==> src/rtl/core/bdhr_pkg.sv <==
// Package for the button debouncer with long-press and auto-repeat.
// Holds widths, register indexes, reset values and shared types.
// No dependencies.
package bdhr_pkg;

  localparam int unsigned CountWidth  = 16;
  localparam int unsigned CfgWidth    = 16;
  localparam int unsigned CfgIdxWidth = 2;
  localparam int unsigned CmpWidth    = (CountWidth > CfgWidth) ? CountWidth : CfgWidth;

  localparam logic [CfgIdxWidth-1:0] CfgIdxDebounce = 2'd0;
  localparam logic [CfgIdxWidth-1:0] CfgIdxHold     = 2'd1;
  localparam logic [CfgIdxWidth-1:0] CfgIdxRepeat   = 2'd2;

  localparam logic [CfgWidth-1:0] DebounceReset = 16'd1;
  localparam logic [CfgWidth-1:0] HoldReset     = 16'd20;
  localparam logic [CfgWidth-1:0] RepeatReset   = 16'd3;

  typedef enum logic [1:0] {
    LvlReleased = 2'd0,
    LvlPressed  = 2'd1,
    LvlHeld     = 2'd2
  } level_e;

  typedef struct packed {
    logic [CfgWidth-1:0] debounce_ticks;
    logic [CfgWidth-1:0] hold_ticks;
    logic [CfgWidth-1:0] rpt_ticks;
  } cfg_t;

  typedef struct packed {
    logic   event_res;
    level_e level;
  } result_t;

endpackage

==> src/rtl/core/bdhr_core.sv <==
// Debounce, long-press and repeat state; one tick per cycle in which step_i is high.
// Holds the level, pending-change marker and tick counter; uses bdhr_pkg.
module bdhr_core import bdhr_pkg::*; (
  input  logic    clk_i,
  input  logic    rst_ni,
  input  logic    step_i,
  input  logic    pressed_i,
  input  cfg_t    cfg_i,
  output result_t res_o
);

  typedef enum logic [1:0] {
    PendNone    = 2'd0,
    PendPress   = 2'd1,
    PendRelease = 2'd2
  } pend_e;

  level_e                level_q, level_d;
  pend_e                 pend_q, pend_d;
  logic [CountWidth-1:0] cnt_q, cnt_d;
  logic [CountWidth-1:0] cnt_inc, cnt_tmp;
  logic [CfgWidth-1:0]   limit;
  logic                  evt;

  // The counter saturates rather than wrapping.
  assign cnt_inc = (cnt_q == '1) ? cnt_q : cnt_q + 1'b1;
  assign limit   = (level_q == LvlPressed) ? cfg_i.hold_ticks : cfg_i.rpt_ticks;

  always_comb begin
    level_d = level_q;
    pend_d  = pend_q;
    cnt_d   = cnt_q;
    cnt_tmp = cnt_q;
    evt     = 1'b0;
    if (pend_q != PendNone) begin
      if ((pend_q == PendPress && pressed_i) || (pend_q == PendRelease && !pressed_i)) begin
        cnt_tmp = cnt_inc;
      end else begin
        pend_d  = pressed_i ? PendPress : PendRelease;
        cnt_tmp = '0;
      end
      // A debounce tick never advances hold or repeat counting.
      if (CmpWidth'(cnt_tmp) >= CmpWidth'(cfg_i.debounce_ticks)) begin
        pend_d  = PendNone;
        cnt_tmp = '0;
        if (level_q == LvlReleased && pressed_i) begin
          level_d = LvlPressed;
          evt     = 1'b1;
        end else if (level_q != LvlReleased && !pressed_i) begin
          level_d = LvlReleased;
        end
      end
      cnt_d = cnt_tmp;
    end else begin
      case (level_q)
        LvlReleased: begin
          if (pressed_i) pend_d = PendPress;
        end
        LvlPressed, LvlHeld: begin
          if (!pressed_i) begin
            pend_d = PendRelease;
            cnt_d  = '0;
          end else if (CmpWidth'(cnt_inc) >= CmpWidth'(limit)) begin
            cnt_d   = '0;
            level_d = LvlHeld;
            evt     = 1'b1;
          end else begin
            cnt_d = cnt_inc;
          end
        end
        default: ;
      endcase
    end
  end

  always_ff @(posedge clk_i or negedge rst_ni) begin
    if (!rst_ni) begin
      level_q <= LvlReleased;
      pend_q  <= PendNone;
      cnt_q   <= '0;
    end else if (step_i) begin
      level_q <= level_d;
      pend_q  <= pend_d;
      cnt_q   <= cnt_d;
    end
  end

  assign res_o.event_res = evt;
  assign res_o.level     = level_d;

  a_evt_level : assert property (@(posedge clk_i) disable iff (!rst_ni)
    evt |-> (level_d == LvlPressed || level_d == LvlHeld))
    else $error("event raised without a pressed or held level");

  a_idle_cnt : assert property (@(posedge clk_i) disable iff (!rst_ni)
    (level_q == LvlReleased && pend_q == PendNone) |-> (cnt_q == '0))
    else $error("tick counter not clear while released and idle");

  a_hold_evt : assert property (@(posedge clk_i) disable iff (!rst_ni)
    (step_i && level_q == LvlPressed && level_d == LvlHeld) |-> evt)
    else $error("entered held level without an event");

endmodule

==> src/rtl/core/button_debounce_hold_repeat.sv <==
// Results are registered in the output register, or in the skid register during a stall.
// Throughput: one item per cycle while the skid register is empty; a two-entry result
// buffer (output plus skid register) keeps input ready while one result waits for the consumer.
// Reset: asynchronous, active low; level released, nothing pending, counter zero,
// registers at debounce 1, hold 20, repeat 3. Configuration writes take effect next cycle.
// Top level: config registers, bdhr_core and the result buffer; uses bdhr_pkg.
module button_debounce_hold_repeat import bdhr_pkg::*; (
  input  logic                   clk_i,
  input  logic                   rst_ni,
  input  logic                   cfg_valid_i,
  output logic                   cfg_ready_o,
  input  logic [CfgIdxWidth-1:0] cfg_index_i,
  input  logic [CfgWidth-1:0]    cfg_data_i,
  input  logic                   in_valid_i,
  output logic                   in_ready_o,
  input  logic                   pressed_i,
  output logic                   out_valid_o,
  input  logic                   out_ready_i,
  output logic                   event_res_o,
  output logic [1:0]             level_o
);

  cfg_t    cfg_q;
  result_t res;
  result_t out_q, skid_q;
  logic    out_valid_q, skid_valid_q;
  logic    push, pop;

  assign cfg_ready_o = 1'b1;

  always_ff @(posedge clk_i or negedge rst_ni) begin
    if (!rst_ni) begin
      cfg_q.debounce_ticks <= DebounceReset;
      cfg_q.hold_ticks     <= HoldReset;
      cfg_q.rpt_ticks      <= RepeatReset;
    end else if (cfg_valid_i) begin
      case (cfg_index_i)
        CfgIdxDebounce: cfg_q.debounce_ticks <= cfg_data_i;
        CfgIdxHold:     cfg_q.hold_ticks     <= cfg_data_i;
        CfgIdxRepeat:   cfg_q.rpt_ticks      <= cfg_data_i;
        default: ;
      endcase
    end
  end

  assign in_ready_o = !skid_valid_q;
  assign push       = in_valid_i && in_ready_o;
  assign pop        = out_valid_q && out_ready_i;

  bdhr_core u_core (
    .clk_i     (clk_i),
    .rst_ni    (rst_ni),
    .step_i    (push),
    .pressed_i (pressed_i),
    .cfg_i     (cfg_q),
    .res_o     (res)
  );

  always_ff @(posedge clk_i or negedge rst_ni) begin
    if (!rst_ni) begin
      out_valid_q  <= 1'b0;
      skid_valid_q <= 1'b0;
    end else if (pop || !out_valid_q) begin
      if (skid_valid_q) begin
        out_valid_q  <= 1'b1;
        skid_valid_q <= 1'b0;
      end else begin
        out_valid_q <= push;
      end
    end else if (push) begin
      skid_valid_q <= 1'b1;
    end
  end

  // Payload registers carry no reset.
  always_ff @(posedge clk_i) begin
    if (pop || !out_valid_q) begin
      if (skid_valid_q) begin
        out_q <= skid_q;
      end else if (push) begin
        out_q <= res;
      end
    end else if (push) begin
      skid_q <= res;
    end
  end

  assign out_valid_o = out_valid_q;
  assign event_res_o = out_q.event_res;
  assign level_o     = out_q.level;

  a_skid_order : assert property (@(posedge clk_i) disable iff (!rst_ni)
    skid_valid_q |-> out_valid_q)
    else $error("skid register holds a result ahead of an empty output register");

  a_stall_store : assert property (@(posedge clk_i) disable iff (!rst_ni)
    (push && out_valid_q && !out_ready_i) |=> skid_valid_q)
    else $error("transfer during an output stall was not kept");

endmodule
==> config.mk <==
export PLATFORM = sky130hd
export DESIGN_NAME = button_debounce_hold_repeat
export DESIGN_NICKNAME = d
export VERILOG_FILES = /design/src/rtl/core/bdhr_pkg.sv /design/src/rtl/core/bdhr_core.sv /design/src/rtl/core/button_debounce_hold_repeat.sv
export SDC_FILE = /design/constraint.sdc
export NUM_CORES = 1
export LEC_CHECK = 0
export ABC_AREA = 1
export BUFFER_PORTS_ARGS = -buffer_cell sky130_fd_sc_hd__buf_2
export CORE_ASPECT_RATIO = 0.9
export CORE_MARGIN = 5
export CORE_UTILIZATION = 35
export CTS_CLUSTER_SIZE = 24
export DETAILED_ROUTE_END_ITERATION = 10
export GPL_ROUTABILITY_DRIVEN = 1
export GPL_TIMING_DRIVEN = 0
export MAX_ROUTING_LAYER = met4
export SLEW_MARGIN = 5
export SYNTH_ARGS = -nofsm -noshare
export SYNTH_HDL_FRONTEND = slang
export SYNTH_HIERARCHICAL = 1
export SYNTH_SLANG_ARGS = --single-unit
==> constraint.sdc <==
create_clock -name clk_i -period 8.39 [get_ports clk_i]
set_input_delay 0.4195 -clock clk_i [delete_from_list [all_inputs] [get_ports clk_i]]
set_output_delay 0.4195 -clock clk_i [all_outputs]
set_load 0.01 [all_outputs]
Word-level counts from Yosys, hierarchy flattened
Index checks and enable logic that the tools add are counted.
Word-level totals
  flip-flop bits (word level): 76
  latch bits: 0
  bits in writable memories: 0
  bits in read-only memories: 0
  input port bits: 24
  output and inout bits: 6
  word-level logic and storage cells: 87
  memories kept: 0
Operators by class
  add/subtract/negate cells: 1
  multipliers: 0
  div/mod/pow operators: 0
  $lt $le $gt $ge: 2
  equal/unequal tests: 10
  shift operators: 0
  mux-type cells: 34
  bitwise gates (word level): 1
  reductions and logical operators: 27
Operators by type and width (count)
  $mux 16: 9
  $ge 16x16->1: 2
  $mux 2: 13
  $add 16x1->16 const B: 1
  $eq 16x16->1 const B: 1
  $reduce_and 2->1: 6
  $reduce_bool 2->1: 5
  $mux 1: 9
  $eq 2x1->1 const B: 3
  $eq 2x2->1 const B: 3
  $logic_and 1x1->1: 6
  $mux 3: 2
  $ne 3x2->1 const B: 2
  $reduce_and 5->1: 1
  $logic_not 2->1: 2
  $pmux 2 s2: 1
  $logic_not 1->1: 3
  $ne 3x3->1 const B: 1
  $reduce_bool 3->1: 1
  $logic_or 1x1->1: 2
  $reduce_or 2->1: 1
  $not 1->1: 1

Longest topological paths before layout
Gate-level depths: netlist of run 1.
  depth after elaboration: 10
  depth in mapped cells: 26
  mapped depth without buffers: 26

Modules after synthesis
Netlist of run 1, hierarchy kept.
Modules (own cells, without submodules)
  bdhr_core: times used 1, cells each 348, area each 2378.5 um^2
  button_debounce_hold_repeat: times used 1, cells each 243, area each 2366.0 um^2

Worst setup path before layout of run 1
OpenSTA, ideal clock, no wires.
  path kind: register to register
  from: register u_core.cnt_q[0]
  to: register out_q (netlist bit level_o[0]), data pin
  arrival: 2819 ps
  data required time: 8138 ps
  setup slack: 5319 ps
  stages on the path, launching flop included: 25
  buffers on the path: 0
  clock period less this slack: 3071 ps
  cells stage by stage: dfrtp_1 -> ha_1 -> inv_1 -> nor2_1 -> nand2_1 -> nor2_1 -> inv_1 -> nor2_1 -> nand4_1 -> or2_1 -> xor2_1 -> inv_1 -> nor2_1 -> ha_1 -> nand4_1 -> nor2_1 -> nand3_1 -> nand3_1 -> nand2_1 -> o21ai_0 -> inv_1 -> nand2_1 -> nand2_1 -> nand2_1 -> nand2_1
RTL lines
  start, declared: line bdhr_core.sv:20  | logic [CountWidth-1:0] cnt_q, cnt_d;
  start signal, assigned: line bdhr_core.sv:84  | cnt_q <= cnt_d;
  end signal, assigned: line button_debounce_hold_repeat.sv:79  | out_q <= skid_q;
  end signal, assigned: line button_debounce_hold_repeat.sv:81  | out_q <= res;
  end, declared: line button_debounce_hold_repeat.sv:25  | result_t out_q, skid_q;

==> results.tsv, run 1 <==
metric	value	unit
Power Total	0.00147	W
Post-Route Utilization	40.7	%
peak fanout along the critical path	4	
core area	13300	µm²
total CTS buffers	9	
Max clock buf depth	2	
number of synthesized flops with an enable pin	6	
multiplexer share of the synthesized area	3.40	%
Netlist Area Pre-Place	4740	µm²
TNS Setup	0	ns
CTS tree	done	
Max H-tree Level	3	
sw power	0.000573	W
switch share	38.9	%
First-pass DRT Iterations	4	
Synth-to-Final Area Change	14.3	%
reg2reg end	level_o[0]$_DFFE_PP_	
diode count	0	
flop2flop setup slack	4.69	ns
startpoint types	flop	
Post-Syn Nets	649	
combinational family with the most area after synthesis	simple AND/OR/NAND/NOR gates	
fillers	1412	
Clock Root Buffer	clkbuf_16	
P_int	0.000899	W
share of cells above drive strength 1	13.0	%
Gate Count Post-Synth	591	
max cap viols	0	
post-CTS sizing	0	
WS Path Type	reg -> reg	
Synthesis Warnings	6	
vias per cell	4.93	
hold buffers post-CTS	0	
die height	120	µm
row count	40	
CTS sink count	76	
register bit total from synthesis	76	
Fin. Hold Viols	0	
grt ovf	0	
status	finished, final reports clean	
Data required, critical path	8.48	ns
I/O Buffers	25	
sequential share of the synthesized area	40.8	%
vias in the first global route	4023	
part of the cycle the worst path needs	44.1	%
Crit path arrival time	3.79	ns
Reg2Reg Depth	24	
Post-Synth Adder-Cell Area	8.97	%
P_leak	2.70	nW
fin crit period	3.70	ns
syn avg cell area	8.03	µm²
P per Cell Area	272	nW/µm²
Initial Util	35.6	%
die area	16000	µm²
combinational power share	38.2	%
initial antenna violation count	0	
post-route antenna net violation count	0	
Clock Latency Late Sink	0.34	ns
pin count of the biggest net entering global routing	37	
Unique masters post-synth	40	
final net count	686	
skew final	0.0103	ns
post-detailed-route wirelength per cell	14.2	µm
number of top-level pins	30	
Post-Synth Simple-Gate Area	29.3	%
Tot GR Track Use	15.5	%
clock transition at the registers of the reported paths	0.06	ns
first-pass GRT wire length	19600	µm
postcts setup bufs	0	
XOR/XNOR Fraction of Synth Area	1.66	%
Slew Limit Fails	0	
Worst Hold Class	in -> async	
Total Wirelength	11400	µm
DRC	0	
Peak VDD IR	118	µV
relative slew slack	51.3	%
Critical Path Sink Type	flop	
Worst Max-Slew Pin Slew	0.730	ns
Final GP Congestion	0.901	
Final setup viols	0	
1st-iter DRT viols	268	
sequential power share	33.8	%
Synth Area in Compound Gates	6.25	%
Post-synth top flop	dfrtp_1	
reg-to-reg startpoint	u_core/cnt_q[0]$_DFFE_PN0P_	
DP Wirelength	8900	µm
asr flop ratio synth	92.1	%
width of the die	133	µm
Max Fclk	270	MHz
DR vias	3948	
RSZ-0062 raised after global routing	no	
Clk pwr share	27.9	%
through the flow:
stage	hold slack [ns]	std cells	area (µm²)	worst slack (ns)
floorplan	0.124	591	4740	5.32
global placement	0.452	784	5080	4.76
global route	0.0549	801	5420	4.35
detailed placement	0.403	785	5100	4.73
CTS	0.0350	801	5420	4.68
finish	0.0263	801	5420	4.69
cell usage after synthesis (3+ instances only):
library cell,count,area [µm²]
o21ai_1,4,20.0
edfxtp_1,6,180
inv_1,68,255
a21oi_1,22,110
ha_1,34,425
nand3_1,42,210
nand4_1,39,244
o21ai_0,21,105
buf_4,7,52.6
dfstp_2,5,131
mux2i_1,15,150
buf_6,6,67.6
nand2_1,164,616
buf_2,8,40.0
clkbuf_1,3,11.3
nor2_1,41,154
nor3_1,5,25.0
xor2_1,9,78.8
dfrtp_1,65,1630
worst max-delay path, cell delays in order (launching register included):
cell	delay, ns
dfrtp_1	0.37
ha_1	0.22
inv_1	0.07
nor2_1	0.10
nand2_1	0.10
nor2_1	0.11
inv_1	0.06
nor2_1	0.14
nand4_1	0.14
or2_1	0.24
xor2_1	0.29
inv_1	0.07
nor2_1	0.10
ha_1	0.15
nand4_1	0.13
nor2_1	0.19
nand3_1	0.15
nand3_1	0.21
nand2_1	0.10
o21ai_0	0.17
inv_1	0.05
nand2_1	0.06
nand2_1	0.09
nand2_1	0.09
nand2_1	0.04
state kept, by name, indices dropped and copies added (netlist names):
name,cells
u_core/level_q,2
u_core/pend_q,2
skid_q,3
level_o,2
out_valid_o,1
skid_valid_q,1
u_core/cnt_q,16
event_res_o,1
cfg_q,48
placed cells by master (no fill, tap or decap), types with 4 or more instances in the layout:
cell,synthesis,final
inv_1,68,68
edfxtp_1,6,6
buf_4,7,8
clkbuf_16,0,10
a21oi_1,22,22
mux2i_1,15,15
dfrtp_1,65,65
nor3_1,5,5
buf_2,8,32
nand3_1,42,42
xor2_1,9,9
clkbuf_1,3,4
o21ai_1,4,4
nand4_1,39,39
dfstp_2,5,5
buf_6,6,6
nand2_1,164,164
o21ai_0,21,21
nor2_1,41,41
ha_1,34,34
layout make-up:
class / count / area [µm²] / area share, %
Sequential cell: 76 / 1940 / 35.7
Inverter: 72 / 275 / 5.08
Clock inverter: 5 / 65.1 / 1.20
Multi-Input combinational cell: 418 / 2360 / 43.5
Timing Repair Buffer: 26 / 148 / 2.72
Buffer: 25 / 175 / 3.23
Tap cell: 168 / 210 / 3.88
Clock buffer: 11 / 254 / 4.68
how the worst max path moves through the flow:
stage	endpoint	slack, ns	from	cells after the start
2_1_floorplan	level_o[0]$_DFFE_PP_	5.32	u_core/cnt_q[0]$_DFFE_PN0P_	24
3_3_place_gp	level_o[0]$_DFFE_PP_	4.76	u_core/cnt_q[0]$_DFFE_PN0P_	24
3_5_place_dp	level_o[0]$_DFFE_PP_	4.73	u_core/cnt_q[0]$_DFFE_PN0P_	24
4_1_cts	level_o[0]$_DFFE_PP_	4.68	u_core/cnt_q[0]$_DFFE_PN0P_	24
5_1_grt	level_o[0]$_DFFE_PP_	4.35	u_core/cnt_q[0]$_DFFE_PN0P_	24
6_report	level_o[0]$_DFFE_PP_	4.69	u_core/cnt_q[0]$_DFFE_PN0P_	24
power by group through the flow:
stage	sequential, W	clock [W]	combinational [W]
after floorplan	0.000493	0	0.000411
after global placement	0.000502	0	0.000541
after detailed placement	0.000504	0	0.000560
after CTS	0.000498	0.000422	0.000564
after global routing	0.000508	0.000439	0.000643
final	0.000498	0.000411	0.000563
per-layer routing:
metal | global-route usage, % | share of wire [%] | up-vias
li1 | - | - | 2030
met1 | 20.6 | 49 | 1846
met2 | 24.9 | 46 | 64
met3 | 3.04 | 4.1 | 8
met4 | 3.12 | 0.79 | 0
met5 | - | 0 | -
logic make-up (layout without fill, tap and decap cells):
family,count (synthesis),count (layout)
muxes,16,16
xor gates and xnor gates,9,9
other,1,1
adders and majority gates,34,34
DFF,76,76
buffers and inverters,97,139
and+or+nand+nor,303,303
AOI/OAI and AO/OA,55,55
Note: power is estimated with default switching activity, not from simulation.
==> inputs of run 2 (changes only) <==
==> constraint.sdc (replaced) <==
create_clock -name clk_i -period 3.36 [get_ports clk_i]
set_input_delay 0.168 -clock clk_i [delete_from_list [all_inputs] [get_ports clk_i]]
set_output_delay 0.168 -clock clk_i [all_outputs]
set_load 0.01 [all_outputs]
==> results.tsv, run 2 (same netlist as run 1, synthesis figures left out) <==
metric	value	unit
Data required, critical path	3.56	ns
die area	16000	µm²
max cap viols	0	
diode count	0	
I/O Buffers	25	
part of the cycle the worst path needs	102	%
most frequent cells in the layout	158 x nand2_1, 65 x dfrtp_1, 64 x inv_1	
skew final	0.0111	ns
failing checks	setup timing	
Slew Limit Fails	0	
share of cells above drive strength 1	20.5	%
status	finished, violations left	
largest registers	cfg_q (48), u_core/cnt_q (16), skid_q (3)	
Worst Hold Class	in -> reg	
grt ovf	0	
vias in the first global route	4047	
startpoint types	flop	
largest reg by FF count	cfg_q	
Largest register FFs	48	
Fin. Hold Viols	0	
total CTS buffers	9	
CP Cell Sequence	ha_2 -> inv_2 -> nor2_1 -> nand2_1 -> nor2_1 -> inv_1 -> nor2_2 -> nand4_1 -> or2_1 -> xor2_2 -> inv_1 -> nor2_1 -> ha_1 -> nand4_1 -> nor2_2 -> nand3_2 -> buf_4 -> nand4_1 -> nand2_4 -> buf_6 -> nand3_1 -> o21ai_0	
pin count of the biggest net entering global routing	37	
peak fanout along the critical path	7	
final std cells w/o fill	825	
post-detailed-route wirelength per cell	14.3	µm
P per Cell Area	673	nW/µm²
Worst Max-Slew Pin Slew	0.569	ns
DR vias	4056	
Final Hold Slack	0.0618	ns
Total Wirelength	11800	µm
Clock Latency Late Sink	0.34	ns
final net count	710	
1st-iter DRT viols	291	
Initial Util	35.6	%
RSZ-0062 raised after global routing	yes	
Clock Root Buffer	clkbuf_16	
post-route antenna net violation count	0	
placed insts	785	
Final GP Congestion	0.901	
CTS tree	done	
DP Wirelength	8900	µm
Max Fclk	293	MHz
P_leak	2.86	nW
first-pass GRT wire length	19600	µm
width of the die	133	µm
clock transition at the registers of the reported paths	0.06	ns
Max H-tree Level	3	
WS Path Type	reg -> reg	
Synth-to-Final Area Change	20.8	%
Final setup viols	11	
max incr delay on CP	0.36	ns
die height	120	µm
initial antenna violation count	0	
CTS sink count	76	
relative slew slack	62.1	%
Layout Cell Area excl Fill	5730	µm²
vias per cell	4.92	
First-pass DRT Iterations	5	
number of top-level pins	30	
Peak VDD IR	293	µV
DRC	0	
placed cell area	5100	µm²
Setup WS post-layout	-0.0559	ns
Critical Path Sink Type	flop	
core area	13300	µm²
fin crit period	3.42	ns
Tot GR Track Use	15.6	%
TNS Setup	-0.200	ns
most frequent standard cell in the layout excluding fill and tap cells	nand2_1	
Crit path arrival time	3.61	ns
row count	40	
worst-path cell with the longest stage delay	dfrtp_1	
Max clock buf depth	2	
==> run 2: worst max-delay path: cells and delay by family (launching register included) <==
kind / cells / cell delay, ns
XOR/XNOR: 1 / 0.18
AND/OR/NAND/NOR: 13 / 1.61
adder cells (fa/ha/maj): 2 / 0.54
flip-flops: 1 / 0.36
AO/OA/AOI/OAI: 1 / 0.10
buffers and inverters: 5 / 0.49
==> run 2: per-layer routing <==
| metal | global-route usage, % | up-vias | wire length (µm) |
|---|---|---|---|
| met5 | - | - | 0 |
| met4 | 3.38 | 0 | 84 |
| met3 | 3.04 | 8 | 435 |
| met2 | 25.0 | 83 | 5450 |
| met1 | 20.6 | 1894 | 5820 |
| li1 | - | 2071 | - |
==> run 2: path summary, 6_finish.rpt <==
check / depth (start not counted) / start / end / slack [ns]
max in group asynchronous: 3 / rst_ni / u_core/cnt_q[6]$_DFFE_PN0P_ / 2.47
min in group asynchronous: 2 / rst_ni / cfg_q[11]$_DFFE_PN0P_ / 0.32
hold reg to reg: 2 / cfg_q[0]$_DFFE_PN1P_ / cfg_q[0]$_DFFE_PN1P_ / 0.46
hold / removal: 3 / in_valid_i / out_valid_o$_DFFE_PN0P_ / 0.06
setup reg to reg: 22 / u_core/cnt_q[0]$_DFFE_PN0P_ / u_core/cnt_q[14]$_DFFE_PN0P_ / -0.06
setup / recovery: 22 / u_core/cnt_q[0]$_DFFE_PN0P_ / u_core/cnt_q[14]$_DFFE_PN0P_ / -0.06
==> run 2: repair_timing <==
item	4_1_cts	5_1_grt
hold buffers	1	0
gates cloned	0	1
resized for setup	11	31
pin swaps	7	22
buffers inserted	7	17
setup endpoints to repair	18	26
hold endpoints to repair	29	0
==> run 2: area by class of cell <==
class	count	area (µm²)
plain buffers	23	164
clock buffers	11	254
clock inverters	5	65.1
fillers	1366	7580
inverters	72	275
multi-input cells	418	2470
flip-flops and latches	76	1940
well taps	168	210
repair buffers	52	349
==> run 2: stage by stage <==
| stage | util [%] | worst slack (ns) | total power [W] |
|---|---|---|---|
| floorplan | - | 0.289 | 0.00226 |
| global placement | 38.2 | -0.273 | 0.00261 |
| detailed placement | 38.3 | -0.304 | 0.00266 |
| CTS | 41.5 | 0.00914 | 0.00375 |
| global route | 43.0 | -0.211 | 0.00416 |
| finish | 43.0 | -0.0559 | 0.00386 |
==> run 2: where the power goes <==
part           internal (W)  switching [W]
combinational      0.000602       0.000986
sequential          0.00113       0.000117
clock              0.000629       0.000400
total               0.00236        0.00150
